==> src/sv/ale_pkg.sv <==
// shared types, codes and constants of the array list engine
package ale_pkg;

   // built configuration defaults
   localparam int CAPACITY_DEF   = 64;
   localparam int DATA_WIDTH_DEF = 32;

   // port field widths
   localparam int MODE_W     = 3;
   localparam int VALUE_W    = 32;
   localparam int POS_W      = 6;
   localparam int STATUS_W   = 2;
   localparam int LEN_W      = 7;
   localparam int CSR_ADDR_W = 3;
   localparam int CSR_DATA_W = 32;
   localparam int CSR_IDX_W  = 1;

   // register map
   localparam logic [CSR_IDX_W-1:0] CSR_CAPACITY = 1'b0;
   localparam logic [LEN_W-1:0]     CAP_RESET    = 7'd64;

   // request modes
   typedef enum logic [MODE_W-1:0] {
      MODE_APPEND  = 3'd0,
      MODE_INSERT  = 3'd1,
      MODE_REMOVE  = 3'd2,
      MODE_REVERSE = 3'd3,
      MODE_CLEAR   = 3'd4
   } mode_type;

   // result status codes
   typedef enum logic [STATUS_W-1:0] {
      STAT_DONE  = 2'd0,
      STAT_FULL  = 2'd1,
      STAT_RANGE = 2'd2
   } status_type;

   // controller states
   typedef enum logic [3:0] {
      ST_IDLE,
      ST_DECODE,
      ST_INS_RD,
      ST_INS_LOOP,
      ST_INS_PUT,
      ST_REM_RD,
      ST_REM_LOOP,
      ST_REV_RD_A,
      ST_REV_RD_B,
      ST_REV_WR_A,
      ST_REV_WR_B,
      ST_SCAN_START,
      ST_SCAN_RUN,
      ST_SCAN_DRAIN,
      ST_FINISH
   } state_type;

   // memory read address select
   typedef enum logic [2:0] {
      RA_IDX,
      RA_IDX_DN,
      RA_IDX_DN2,
      RA_IDX_UP,
      RA_IDX_UP2,
      RA_JDX
   } rd_sel_type;

   // memory write address select
   typedef enum logic [1:0] {
      WA_COUNT,
      WA_IDX,
      WA_JDX,
      WA_POS
   } wa_sel_type;

   // memory write data select
   typedef enum logic [1:0] {
      WD_VALUE,
      WD_RDATA,
      WD_TMP
   } wd_sel_type;

   // pointer and length updates
   typedef enum logic [2:0] {
      IDX_HOLD,
      IDX_COUNT,
      IDX_POS,
      IDX_ZERO,
      IDX_INC,
      IDX_DEC
   } idx_op_type;

   typedef enum logic [1:0] {
      JDX_HOLD,
      JDX_LAST,
      JDX_DEC
   } jdx_op_type;

   typedef enum logic [1:0] {
      CNT_HOLD,
      CNT_INC,
      CNT_DEC,
      CNT_CLEAR
   } cnt_op_type;

   // controller to datapath
   typedef struct packed {
      logic       req_ld;
      logic       status_ld;
      status_type status_val;
      logic       wr_en;
      wa_sel_type wa_sel;
      wd_sel_type wd_sel;
      rd_sel_type rd_sel;
      idx_op_type idx_op;
      jdx_op_type jdx_op;
      cnt_op_type cnt_op;
      logic       tmp_ld;
      logic       ext_init;
      logic       scan_rd;
      logic       out_ld;
   } ctrl_cmd_type;

   // datapath to controller
   typedef struct packed {
      logic [MODE_W-1:0] mode;
      logic              pos_ok;
      logic              has_room;
      logic              cnt_le1;
      logic              rem_direct;
      logic              ins_last;
      logic              rem_last;
      logic              rev_more;
      logic              scan_last;
      logic              cnt_zero;
      logic              out_free;
   } dp_stat_type;

endpackage

==> src/sv/ale_ram.sv <==
// generic single-port-write memory with registered read
module ale_ram #(
   parameter int WIDTH = ale_pkg::DATA_WIDTH_DEF,
   parameter int DEPTH = ale_pkg::CAPACITY_DEF,
   parameter int AW    = (DEPTH > 1) ? $clog2(DEPTH) : 1
) (
   input  logic             clock,
   input  logic             wr_en,
   input  logic [AW-1:0]    wr_addr,
   input  logic [WIDTH-1:0] wr_data,
   input  logic [AW-1:0]    rd_addr,
   output logic [WIDTH-1:0] rd_data
);

   logic [WIDTH-1:0] store_ff [DEPTH];
   logic [WIDTH-1:0] rd_data_ff;

   // write port
   always_ff @(posedge clock) begin
      if (wr_en) begin
         store_ff[wr_addr] <= wr_data;
      end
   end

   // registered read port
   always_ff @(posedge clock) begin
      rd_data_ff <= store_ff[rd_addr];
   end

   assign rd_data = rd_data_ff;

endmodule

==> src/sv/ale_ctrl.sv <==
// sequencing state machine of the array list engine
module ale_ctrl (
   input  logic                 clock,
   input  logic                 reset,
   input  logic                 req_valid,
   output logic                 req_stall,
   input  ale_pkg::dp_stat_type stat,
   output ale_pkg::ctrl_cmd_type cmd
);
   import ale_pkg::*;

   state_type state_ff;
   state_type state_in;

   // state register
   always_ff @(posedge clock) begin
      if (reset) begin
         state_ff <= ST_IDLE;
      end else begin
         state_ff <= state_in;
      end
   end

   // only idle takes a request
   assign req_stall = reset || (state_ff != ST_IDLE);

   // next state and commands
   always_comb begin
      state_in = state_ff;
      cmd      = '0;
      unique case (state_ff)
         ST_IDLE: begin
            if (req_valid) begin
               cmd.req_ld = 1'b1;
               state_in   = ST_DECODE;
            end
         end
         ST_DECODE: begin
            cmd.status_ld  = 1'b1;
            cmd.status_val = STAT_DONE;
            state_in       = ST_SCAN_START;
            unique case (stat.mode)
               MODE_APPEND: begin
                  if (stat.has_room) begin
                     cmd.wr_en  = 1'b1;
                     cmd.wa_sel = WA_COUNT;
                     cmd.wd_sel = WD_VALUE;
                     cmd.cnt_op = CNT_INC;
                  end else begin
                     cmd.status_val = STAT_FULL;
                  end
               end
               MODE_INSERT: begin
                  if (!stat.pos_ok) begin
                     cmd.status_val = STAT_RANGE;
                  end else if (!stat.has_room) begin
                     cmd.status_val = STAT_FULL;
                  end else begin
                     cmd.idx_op = IDX_COUNT;
                     state_in   = ST_INS_RD;
                  end
               end
               MODE_REMOVE: begin
                  if (!stat.pos_ok) begin
                     cmd.status_val = STAT_RANGE;
                  end else if (stat.rem_direct) begin
                     cmd.cnt_op = CNT_DEC;
                  end else begin
                     cmd.idx_op = IDX_POS;
                     state_in   = ST_REM_RD;
                  end
               end
               MODE_REVERSE: begin
                  if (!stat.cnt_le1) begin
                     cmd.idx_op = IDX_ZERO;
                     cmd.jdx_op = JDX_LAST;
                     state_in   = ST_REV_RD_A;
                  end
               end
               MODE_CLEAR: begin
                  cmd.cnt_op = CNT_CLEAR;
               end
               default: begin
                  state_in = ST_SCAN_START;
               end
            endcase
         end
         // shift up, top entry first
         ST_INS_RD: begin
            cmd.rd_sel = RA_IDX_DN;
            state_in   = ST_INS_LOOP;
         end
         ST_INS_LOOP: begin
            cmd.wr_en  = 1'b1;
            cmd.wa_sel = WA_IDX;
            cmd.wd_sel = WD_RDATA;
            cmd.rd_sel = RA_IDX_DN2;
            cmd.idx_op = IDX_DEC;
            if (stat.ins_last) begin
               state_in = ST_INS_PUT;
            end
         end
         ST_INS_PUT: begin
            cmd.wr_en  = 1'b1;
            cmd.wa_sel = WA_POS;
            cmd.wd_sel = WD_VALUE;
            cmd.cnt_op = CNT_INC;
            state_in   = ST_SCAN_START;
         end
         // shift down, from the removed position
         ST_REM_RD: begin
            cmd.rd_sel = RA_IDX_UP;
            state_in   = ST_REM_LOOP;
         end
         ST_REM_LOOP: begin
            cmd.wr_en  = 1'b1;
            cmd.wa_sel = WA_IDX;
            cmd.wd_sel = WD_RDATA;
            cmd.rd_sel = RA_IDX_UP2;
            cmd.idx_op = IDX_INC;
            if (stat.rem_last) begin
               cmd.cnt_op = CNT_DEC;
               state_in   = ST_SCAN_START;
            end
         end
         // swap one pair from both ends
         ST_REV_RD_A: begin
            cmd.rd_sel = RA_IDX;
            state_in   = ST_REV_RD_B;
         end
         ST_REV_RD_B: begin
            cmd.rd_sel = RA_JDX;
            cmd.tmp_ld = 1'b1;
            state_in   = ST_REV_WR_A;
         end
         ST_REV_WR_A: begin
            cmd.rd_sel = RA_JDX;
            cmd.wr_en  = 1'b1;
            cmd.wa_sel = WA_IDX;
            cmd.wd_sel = WD_RDATA;
            state_in   = ST_REV_WR_B;
         end
         ST_REV_WR_B: begin
            cmd.wr_en  = 1'b1;
            cmd.wa_sel = WA_JDX;
            cmd.wd_sel = WD_TMP;
            cmd.idx_op = IDX_INC;
            cmd.jdx_op = JDX_DEC;
            state_in   = stat.rev_more ? ST_REV_RD_A : ST_SCAN_START;
         end
         // min and max walk over the stored words
         ST_SCAN_START: begin
            cmd.ext_init = 1'b1;
            cmd.idx_op   = IDX_ZERO;
            state_in     = stat.cnt_zero ? ST_FINISH : ST_SCAN_RUN;
         end
         ST_SCAN_RUN: begin
            cmd.rd_sel  = RA_IDX;
            cmd.scan_rd = 1'b1;
            cmd.idx_op  = IDX_INC;
            if (stat.scan_last) begin
               state_in = ST_SCAN_DRAIN;
            end
         end
         ST_SCAN_DRAIN: begin
            state_in = ST_FINISH;
         end
         ST_FINISH: begin
            if (stat.out_free) begin
               cmd.out_ld = 1'b1;
               state_in   = ST_IDLE;
            end
         end
         default: begin
            state_in = ST_IDLE;
         end
      endcase
   end

endmodule

==> src/sv/ale_dp.sv <==
// list storage, pointers, extremes and result register
module ale_dp #(
   parameter int CAPACITY   = ale_pkg::CAPACITY_DEF,
   parameter int DATA_WIDTH = ale_pkg::DATA_WIDTH_DEF
) (
   input  logic                                 clock,
   input  logic                                 reset,
   input  logic [ale_pkg::MODE_W-1:0]           req_mode,
   input  logic signed [ale_pkg::VALUE_W-1:0]   req_value,
   input  logic [ale_pkg::POS_W-1:0]            req_position,
   input  logic [ale_pkg::LEN_W-1:0]            cap_value,
   input  ale_pkg::ctrl_cmd_type                cmd,
   output ale_pkg::dp_stat_type                 stat,
   input  logic                                 rsp_stall,
   output logic                                 rsp_valid,
   output logic [ale_pkg::STATUS_W-1:0]         rsp_status,
   output logic [ale_pkg::LEN_W-1:0]            rsp_fill_length,
   output logic signed [ale_pkg::VALUE_W-1:0]   rsp_smallest,
   output logic signed [ale_pkg::VALUE_W-1:0]   rsp_largest
);
   import ale_pkg::*;

   localparam int AW = (CAPACITY > 1) ? $clog2(CAPACITY) : 1;
   localparam int CW = $clog2(CAPACITY + 1);
   localparam int XW = ((CW > LEN_W) ? CW : LEN_W) + 1;

   localparam logic signed [DATA_WIDTH-1:0] WORD_MAX = {1'b0, {(DATA_WIDTH-1){1'b1}}};
   localparam logic signed [DATA_WIDTH-1:0] WORD_MIN = {1'b1, {(DATA_WIDTH-1){1'b0}}};

   // request fields
   logic [MODE_W-1:0]              mode_ff;
   logic signed [DATA_WIDTH-1:0]   val_ff;
   logic [POS_W-1:0]               pos_ff;

   // list state and walk pointers
   logic [CW-1:0]                  count_ff, count_in;
   logic [AW-1:0]                  idx_ff, idx_in;
   logic [AW-1:0]                  jdx_ff, jdx_in;
   logic signed [DATA_WIDTH-1:0]   tmp_ff;
   logic signed [DATA_WIDTH-1:0]   lo_ff, lo_in;
   logic signed [DATA_WIDTH-1:0]   hi_ff, hi_in;
   logic                           scan_vld_ff;
   status_type                     status_ff;

   // result register
   logic                           rsp_valid_ff, rsp_valid_in;
   logic [STATUS_W-1:0]            rsp_status_ff;
   logic [LEN_W-1:0]               rsp_fill_length_ff;
   logic signed [VALUE_W-1:0]      rsp_smallest_ff;
   logic signed [VALUE_W-1:0]      rsp_largest_ff;

   // memory ports
   logic                           wr_en;
   logic [AW-1:0]                  wr_addr;
   logic [DATA_WIDTH-1:0]          wr_data;
   logic [AW-1:0]                  rd_addr;
   logic signed [DATA_WIDTH-1:0]   rd_word;

   ale_ram #(
      .WIDTH (DATA_WIDTH),
      .DEPTH (CAPACITY),
      .AW    (AW)
   ) u_ram (
      .clock   (clock),
      .wr_en   (wr_en),
      .wr_addr (wr_addr),
      .wr_data (wr_data),
      .rd_addr (rd_addr),
      .rd_data (rd_word)
   );

   // status toward the controller
   always_comb begin
      stat.mode       = mode_ff;
      stat.pos_ok     = XW'(pos_ff) < XW'(count_ff);
      stat.has_room   = (XW'(count_ff) < XW'(cap_value)) && (count_ff < CW'(CAPACITY));
      stat.cnt_le1    = count_ff <= CW'(1);
      stat.rem_direct = (XW'(pos_ff) + XW'(1)) == XW'(count_ff);
      stat.ins_last   = XW'(idx_ff) == (XW'(pos_ff) + XW'(1));
      stat.rem_last   = (XW'(idx_ff) + XW'(2)) == XW'(count_ff);
      stat.rev_more   = (XW'(idx_ff) + XW'(2)) < XW'(jdx_ff);
      stat.scan_last  = (XW'(idx_ff) + XW'(1)) == XW'(count_ff);
      stat.cnt_zero   = count_ff == '0;
      stat.out_free   = !rsp_valid_ff || !rsp_stall;
   end

   // read address decode
   always_comb begin
      unique case (cmd.rd_sel)
         RA_IDX:     rd_addr = idx_ff;
         RA_IDX_DN:  rd_addr = idx_ff - AW'(1);
         RA_IDX_DN2: rd_addr = idx_ff - AW'(2);
         RA_IDX_UP:  rd_addr = idx_ff + AW'(1);
         RA_IDX_UP2: rd_addr = idx_ff + AW'(2);
         RA_JDX:     rd_addr = jdx_ff;
         default:    rd_addr = idx_ff;
      endcase
   end

   // write address and data decode
   always_comb begin
      wr_en = cmd.wr_en;
      unique case (cmd.wa_sel)
         WA_COUNT: wr_addr = AW'(count_ff);
         WA_IDX:   wr_addr = idx_ff;
         WA_JDX:   wr_addr = jdx_ff;
         WA_POS:   wr_addr = AW'(pos_ff);
         default:  wr_addr = idx_ff;
      endcase
      unique case (cmd.wd_sel)
         WD_VALUE: wr_data = val_ff;
         WD_RDATA: wr_data = rd_word;
         WD_TMP:   wr_data = tmp_ff;
         default:  wr_data = val_ff;
      endcase
   end

   // pointer and length updates
   always_comb begin
      unique case (cmd.idx_op)
         IDX_HOLD:  idx_in = idx_ff;
         IDX_COUNT: idx_in = AW'(count_ff);
         IDX_POS:   idx_in = AW'(pos_ff);
         IDX_ZERO:  idx_in = '0;
         IDX_INC:   idx_in = idx_ff + AW'(1);
         IDX_DEC:   idx_in = idx_ff - AW'(1);
         default:   idx_in = idx_ff;
      endcase
      unique case (cmd.jdx_op)
         JDX_HOLD: jdx_in = jdx_ff;
         JDX_LAST: jdx_in = AW'(count_ff - CW'(1));
         JDX_DEC:  jdx_in = jdx_ff - AW'(1);
         default:  jdx_in = jdx_ff;
      endcase
      unique case (cmd.cnt_op)
         CNT_HOLD:  count_in = count_ff;
         CNT_INC:   count_in = count_ff + CW'(1);
         CNT_DEC:   count_in = count_ff - CW'(1);
         CNT_CLEAR: count_in = '0;
         default:   count_in = count_ff;
      endcase
   end

   // running minimum and maximum
   always_comb begin
      lo_in = lo_ff;
      hi_in = hi_ff;
      if (cmd.ext_init) begin
         lo_in = WORD_MAX;
         hi_in = WORD_MIN;
      end else if (scan_vld_ff) begin
         if (rd_word < lo_ff) begin
            lo_in = rd_word;
         end
         if (rd_word > hi_ff) begin
            hi_in = rd_word;
         end
      end
   end

   // result handshake
   always_comb begin
      if (cmd.out_ld) begin
         rsp_valid_in = 1'b1;
      end else if (rsp_stall) begin
         rsp_valid_in = rsp_valid_ff;
      end else begin
         rsp_valid_in = 1'b0;
      end
   end

   // control registers
   always_ff @(posedge clock) begin
      if (reset) begin
         count_ff     <= '0;
         scan_vld_ff  <= 1'b0;
         rsp_valid_ff <= 1'b0;
      end else begin
         count_ff     <= count_in;
         scan_vld_ff  <= cmd.scan_rd;
         rsp_valid_ff <= rsp_valid_in;
      end
   end

   // payload registers
   always_ff @(posedge clock) begin
      idx_ff <= idx_in;
      jdx_ff <= jdx_in;
      lo_ff  <= lo_in;
      hi_ff  <= hi_in;
      if (cmd.req_ld) begin
         mode_ff <= req_mode;
         val_ff  <= DATA_WIDTH'(req_value);
         pos_ff  <= req_position;
      end
      if (cmd.tmp_ld) begin
         tmp_ff <= rd_word;
      end
      if (cmd.status_ld) begin
         status_ff <= cmd.status_val;
      end
      if (cmd.out_ld) begin
         rsp_status_ff      <= status_ff;
         rsp_fill_length_ff <= LEN_W'(count_ff);
         rsp_smallest_ff    <= VALUE_W'(lo_ff);
         rsp_largest_ff     <= VALUE_W'(hi_ff);
      end
   end

   assign rsp_valid       = rsp_valid_ff;
   assign rsp_status      = rsp_status_ff;
   assign rsp_fill_length = rsp_fill_length_ff;
   assign rsp_smallest    = rsp_smallest_ff;
   assign rsp_largest     = rsp_largest_ff;

endmodule

==> src/sv/array_list_engine.sv <==
// Append, clear and a rejected request go straight to the min/max walk over the stored words;
// insert first shifts the entries from the position up, remove shifts those above it down,
// reverse swaps pairs from both ends; the walk reads one word per cycle from the single read port.
// One request at a time: a new request is taken only in idle, after the result is loaded.
// Reset: synchronous; length zero, capacity register 64, result channel empty.
// The word memory is not cleared; only entries below the length reach a result.
module array_list_engine #(
   parameter int CAPACITY   = ale_pkg::CAPACITY_DEF,
   parameter int DATA_WIDTH = ale_pkg::DATA_WIDTH_DEF
) (
   input  logic                                 clock,
   input  logic                                 reset,
   // request channel
   input  logic                                 req_valid,
   output logic                                 req_stall,
   input  logic [ale_pkg::MODE_W-1:0]           req_mode,
   input  logic signed [ale_pkg::VALUE_W-1:0]   req_value,
   input  logic [ale_pkg::POS_W-1:0]            req_position,
   // result channel
   output logic                                 rsp_valid,
   input  logic                                 rsp_stall,
   output logic [ale_pkg::STATUS_W-1:0]         rsp_status,
   output logic [ale_pkg::LEN_W-1:0]            rsp_fill_length,
   output logic signed [ale_pkg::VALUE_W-1:0]   rsp_smallest,
   output logic signed [ale_pkg::VALUE_W-1:0]   rsp_largest,
   // register port
   input  logic                                 psel,
   input  logic                                 penable,
   input  logic                                 pwrite,
   input  logic [ale_pkg::CSR_ADDR_W-1:0]       paddr,
   input  logic [ale_pkg::CSR_DATA_W-1:0]       pwdata,
   output logic [ale_pkg::CSR_DATA_W-1:0]       prdata,
   output logic                                 pready
);
   import ale_pkg::*;

   logic [LEN_W-1:0]     cap_ff;
   logic [CSR_IDX_W-1:0] csr_idx;
   logic                 csr_wr;
   ctrl_cmd_type         cmd;
   dp_stat_type          stat;

   // register decode
   assign pready  = 1'b1;
   assign csr_idx = paddr[CSR_ADDR_W-1:2];
   assign csr_wr  = psel && penable && pwrite && pready && (csr_idx == CSR_CAPACITY);
   assign prdata  = (csr_idx == CSR_CAPACITY) ? CSR_DATA_W'(cap_ff) : '0;

   // capacity register
   always_ff @(posedge clock) begin
      if (reset) begin
         cap_ff <= CAP_RESET;
      end else if (csr_wr) begin
         cap_ff <= pwdata[LEN_W-1:0];
      end
   end

   ale_ctrl u_ctrl (
      .clock     (clock),
      .reset     (reset),
      .req_valid (req_valid),
      .req_stall (req_stall),
      .stat      (stat),
      .cmd       (cmd)
   );

   ale_dp #(
      .CAPACITY   (CAPACITY),
      .DATA_WIDTH (DATA_WIDTH)
   ) u_dp (
      .clock           (clock),
      .reset           (reset),
      .req_mode        (req_mode),
      .req_value       (req_value),
      .req_position    (req_position),
      .cap_value       (cap_ff),
      .cmd             (cmd),
      .stat            (stat),
      .rsp_stall       (rsp_stall),
      .rsp_valid       (rsp_valid),
      .rsp_status      (rsp_status),
      .rsp_fill_length (rsp_fill_length),
      .rsp_smallest    (rsp_smallest),
      .rsp_largest     (rsp_largest)
   );

endmodule

==> config.mk <==
export PLATFORM = sky130hd
export DESIGN_NAME = array_list_engine
export DESIGN_NICKNAME = d
export VERILOG_FILES = /design/src/sv/ale_pkg.sv /design/src/sv/ale_ram.sv /design/src/sv/ale_ctrl.sv /design/src/sv/ale_dp.sv /design/src/sv/array_list_engine.sv
export SDC_FILE = /design/constraint.sdc
export NUM_CORES = 2
export LEC_CHECK = 0
export BUFFER_PORTS_ARGS = -buffer_cell sky130_fd_sc_hd__buf_4
export CORE_MARGIN = 5
export CORE_UTILIZATION = 45
export CTS_CLUSTER_SIZE = 16
export DETAILED_ROUTE_END_ITERATION = 7
export GPL_ROUTABILITY_DRIVEN = 0
export PLACE_DENSITY = 0.63
export SETUP_SLACK_MARGIN = 0.4
export SLEW_MARGIN = 20
export SYNTH_ARGS = -nofsm -noshare
export SYNTH_HDL_FRONTEND = slang
export SYNTH_SLANG_ARGS = --single-unit
==> constraint.sdc <==
create_clock -name clock -period 7.1 [get_ports clock]
set_clock_uncertainty 0.2 [all_clocks]
set_input_delay 1.42 -clock clock [delete_from_list [all_inputs] [get_ports clock]]
set_output_delay 1.42 -clock clock [all_outputs]
set_load 0.02 [all_outputs]
==> flow_metrics.tcl <==
set metrics [dict create \
    outcome "complete, no violations" \
    muxShareOfSynthArea 0.122 \
    synth-seq-cells 2324 \
    worst_slew_pin_slew_ns 1.16 \
    area_growth_pct 14.6 \
    synth_edf_count 2208 \
    rows 166 \
    synth.most_common_cell "edfxtp_1" \
    dieArea_mm2 0.214 \
    syn_area_mm2 0.0920 \
    synthSimpleGateAreaFrac 0.0387 \
    drc 0 \
    drtIter0Drc 6328 \
    drive_above_1_share 0.243 \
    port_buffers 137 \
    cts_tree "built" \
    yosys.cell_types.count 86 \
    reg2reg_depth 10 \
    fill_cells 16100 \
    cts_hold_buffers 0 \
    max_slew_margin 0.229 \
    setup_viol 0 \
    netlist_top_cells_count "edfxtp_1, mux4_2, nand2_1" \
    nets 5392 \
    rsz0062_at_grt "no" \
    clock_sinks 2324 \
    drt_wl_total_um 245000 \
    whs_path_depth 0 \
    coreArea_mm2 0.204 \
    worstSetupPathType "flip-flop to flip-flop" \
    cap_violations 0 \
    critPathMaxFanout 22 \
    cp.arrival_ns 6.21 \
    vias 49000 \
    die_w_um 462 \
    grt_pass1_vias 47800 \
    synth.yosys.seq_area_share 0.746 \
    r2r_slack_ns 1.24 \
    holdPathEnd "u_dp.rsp_status[1]$_DFFE_PP_" \
    grt_pass1_wl_um 349000 \
    worstSetupEndpointType "flip-flop" \
    synth_compound_area_frac 0.0520 \
    fin_ws_ns 1.24 \
    fin_crit_sh 0.825 \
    min_period_ns 5.86 \
    cts_max_level 4 \
    wl_per_cell_um 30.2 \
    clkTransAtPathRegs_ns 0.06 \
    synth-main-ff-cell "edfxtp_1" \
    start_util 0.451 \
    antenna_found_initial 14 \
    dp_hpwl_um 145000 \
    synth_top_family_by_area "multiplexers" \
    max_freq_mhz 171 \
    tns_ns 0 \
    min_from "u_dp.status_ff[1]$_SDFFCE_PN0P_" \
    gr-total-overflow 0 \
    hold_viol_final 0 \
    synth-async-reset-ratio 0 \
    synth-adder-area-share 0.0134 \
    clk_latency_ns 0.88 \
    cts_setup_buffers 0 \
    drv_slew 0 \
    drt-vias-per-instance 6.05 \
    holdWs_ns 0.220 \
    r2r-start "u_ctrl.state_ff[3]$_SDFFE_PP0P_" \
    place_ws_ns 1.43 \
    crit_required_ns 7.45 \
    r2r_end "u_dp.u_ram.store_ff[58][29]$_DFFE_PP_" \
    clock-root-buffer "clkbuf_16" \
    grt_usage 0.227 \
    yosysTopAreaCell "edfxtp_1" \
    ys.warnings.count 0 \
    post_cts_resize_count 0 \
    cts_buffers 223 \
    synth_cells 4891 \
    final_antenna_net_count 0 \
    clock_path_buffers 3 \
    start_kind "flip-flop" \
    die_h_um 462 \
    synth_xor_area_frac 0.00541 \
    grt_max_degree 93 \
    synth_top_cell_area_share 0.721 \
    drtPass1Iterations 7 \
    io_pins 191 \
    avgSynthCellArea_um2 18.8 \
    synth_area_leaders "edfxtp_1, mux4_2, dfxtp_1" \
    hp-class "flip-flop to flip-flop" \
]
==> cell type report <==
class                   count  area, um2  share of cell area
flip-flops and latches   2324      68600               0.651
inverters                 101        379             0.00359
diodes                      6       15.0            0.000142
clock inverters           133       1390              0.0132
clock buffers             290       6070              0.0575
repair buffers            380       3260              0.0310
multi-input cells        2181      22400               0.212
well taps                2688       3360              0.0319
==> worst max-delay path by stage <==
stage / end / slack (ns) / start / cells past startpoint
6_report: u_dp.u_ram.store_ff[58][29]$_DFFE_PP_ / 1.24 / u_ctrl.state_ff[3]$_SDFFE_PP0P_ / 10
3_5_place_dp: u_dp.u_ram.store_ff[59][17]$_DFFE_PP_ / 1.43 / u_ctrl.state_ff[3]$_SDFFE_PP0P_ / 11
4_1_cts: u_dp.u_ram.store_ff[59][16]$_DFFE_PP_ / 1.40 / u_ctrl.state_ff[3]$_SDFFE_PP0P_ / 11
5_1_grt: u_dp.u_ram.store_ff[58][16]$_DFFE_PP_ / 0.94 / u_ctrl.state_ff[3]$_SDFFE_PP0P_ / 10
2_1_floorplan: u_dp.rsp_fill_length[0]$_DFFE_PP_ / 1.39 / rsp_stall / 1
3_3_place_gp: u_dp.u_ram.store_ff[59][17]$_DFFE_PP_ / 1.46 / u_ctrl.state_ff[3]$_SDFFE_PP0P_ / 11
==> metal layers <==
layer / track usage / vias up / share of wire
li1: - / 20600 / -
met1: 0.319 / 25700 / 0.40
met2: 0.356 / 2423 / 0.47
met3: 0.0456 / 388 / 0.094
met4: 0.0799 / 4 / 0.036
met5: 0 / - / 0.00011
==> registers in the layout (all words and copies together) (netlist names), 32 cells and up <==
register and flops:
u_dp.val_ff 32, u_dp.rsp_smallest 32, u_dp.lo_ff 32, u_dp.u_ram.rd_data 32, u_dp.rsp_largest 32, u_dp.tmp_ff 32, u_dp.hi_ff 32, u_dp.u_ram.store_ff 2048
==> kinds of logic (layout without fill, tap and decap cells) <==
family	count (synthesis)	in the layout
multiplexers	545	545
AO/OA/AOI/OAI	688	688
adder cells (fa/ha/maj)	98	98
flip-flops	2324	2324
other	2	32
AND/OR/NAND/NOR	768	768
buffers and inverters	410	904
XOR/XNOR	56	56
==> cell usage in the layout, fill, tap and decap left out, drive strengths merged, types with 103 or more instances in the layout <==
master  Yosys  layout
buf       219     380
a21oi     119     119
nand2     286     286
dfxtp     116     116
clkbuf     90     290
inv        98     103
a22oi     221     221
mux4      460     460
nand3     143     143
nor2      151     151
edfxtp   2208    2208
==> metrics by stage <==
| step | utilization | area [um2] | instances |
|---|---|---|---|
| 2_1_floorplan | - | 92100 | 4915 |
| 3_3_place_gp | 0.480 | 97900 | 7672 |
| 3_5_place_dp | 0.480 | 98000 | 7674 |
| 4_1_cts | 0.517 | 105000 | 8097 |
| 5_1_grt | 0.517 | 105000 | 8097 |
| 6_report | 0.517 | 105000 | 8103 |
==> worst max-delay path: stages, from the launching register on <==
cell and delay (ns):
dfxtp_1 0.82, inv_1 0.44, nor2_1 0.27, nand2_1 0.26
ha_1 0.36, nor2_1 0.37, a22oi_1 0.20, a31oi_1 0.62
nand3_1 0.85, nor2_4 0.83, buf_12 0.27
Power is left out: the tool's default activity adds up to more than one toggle a clock period on the data nets, which glitch-free logic cannot reach.
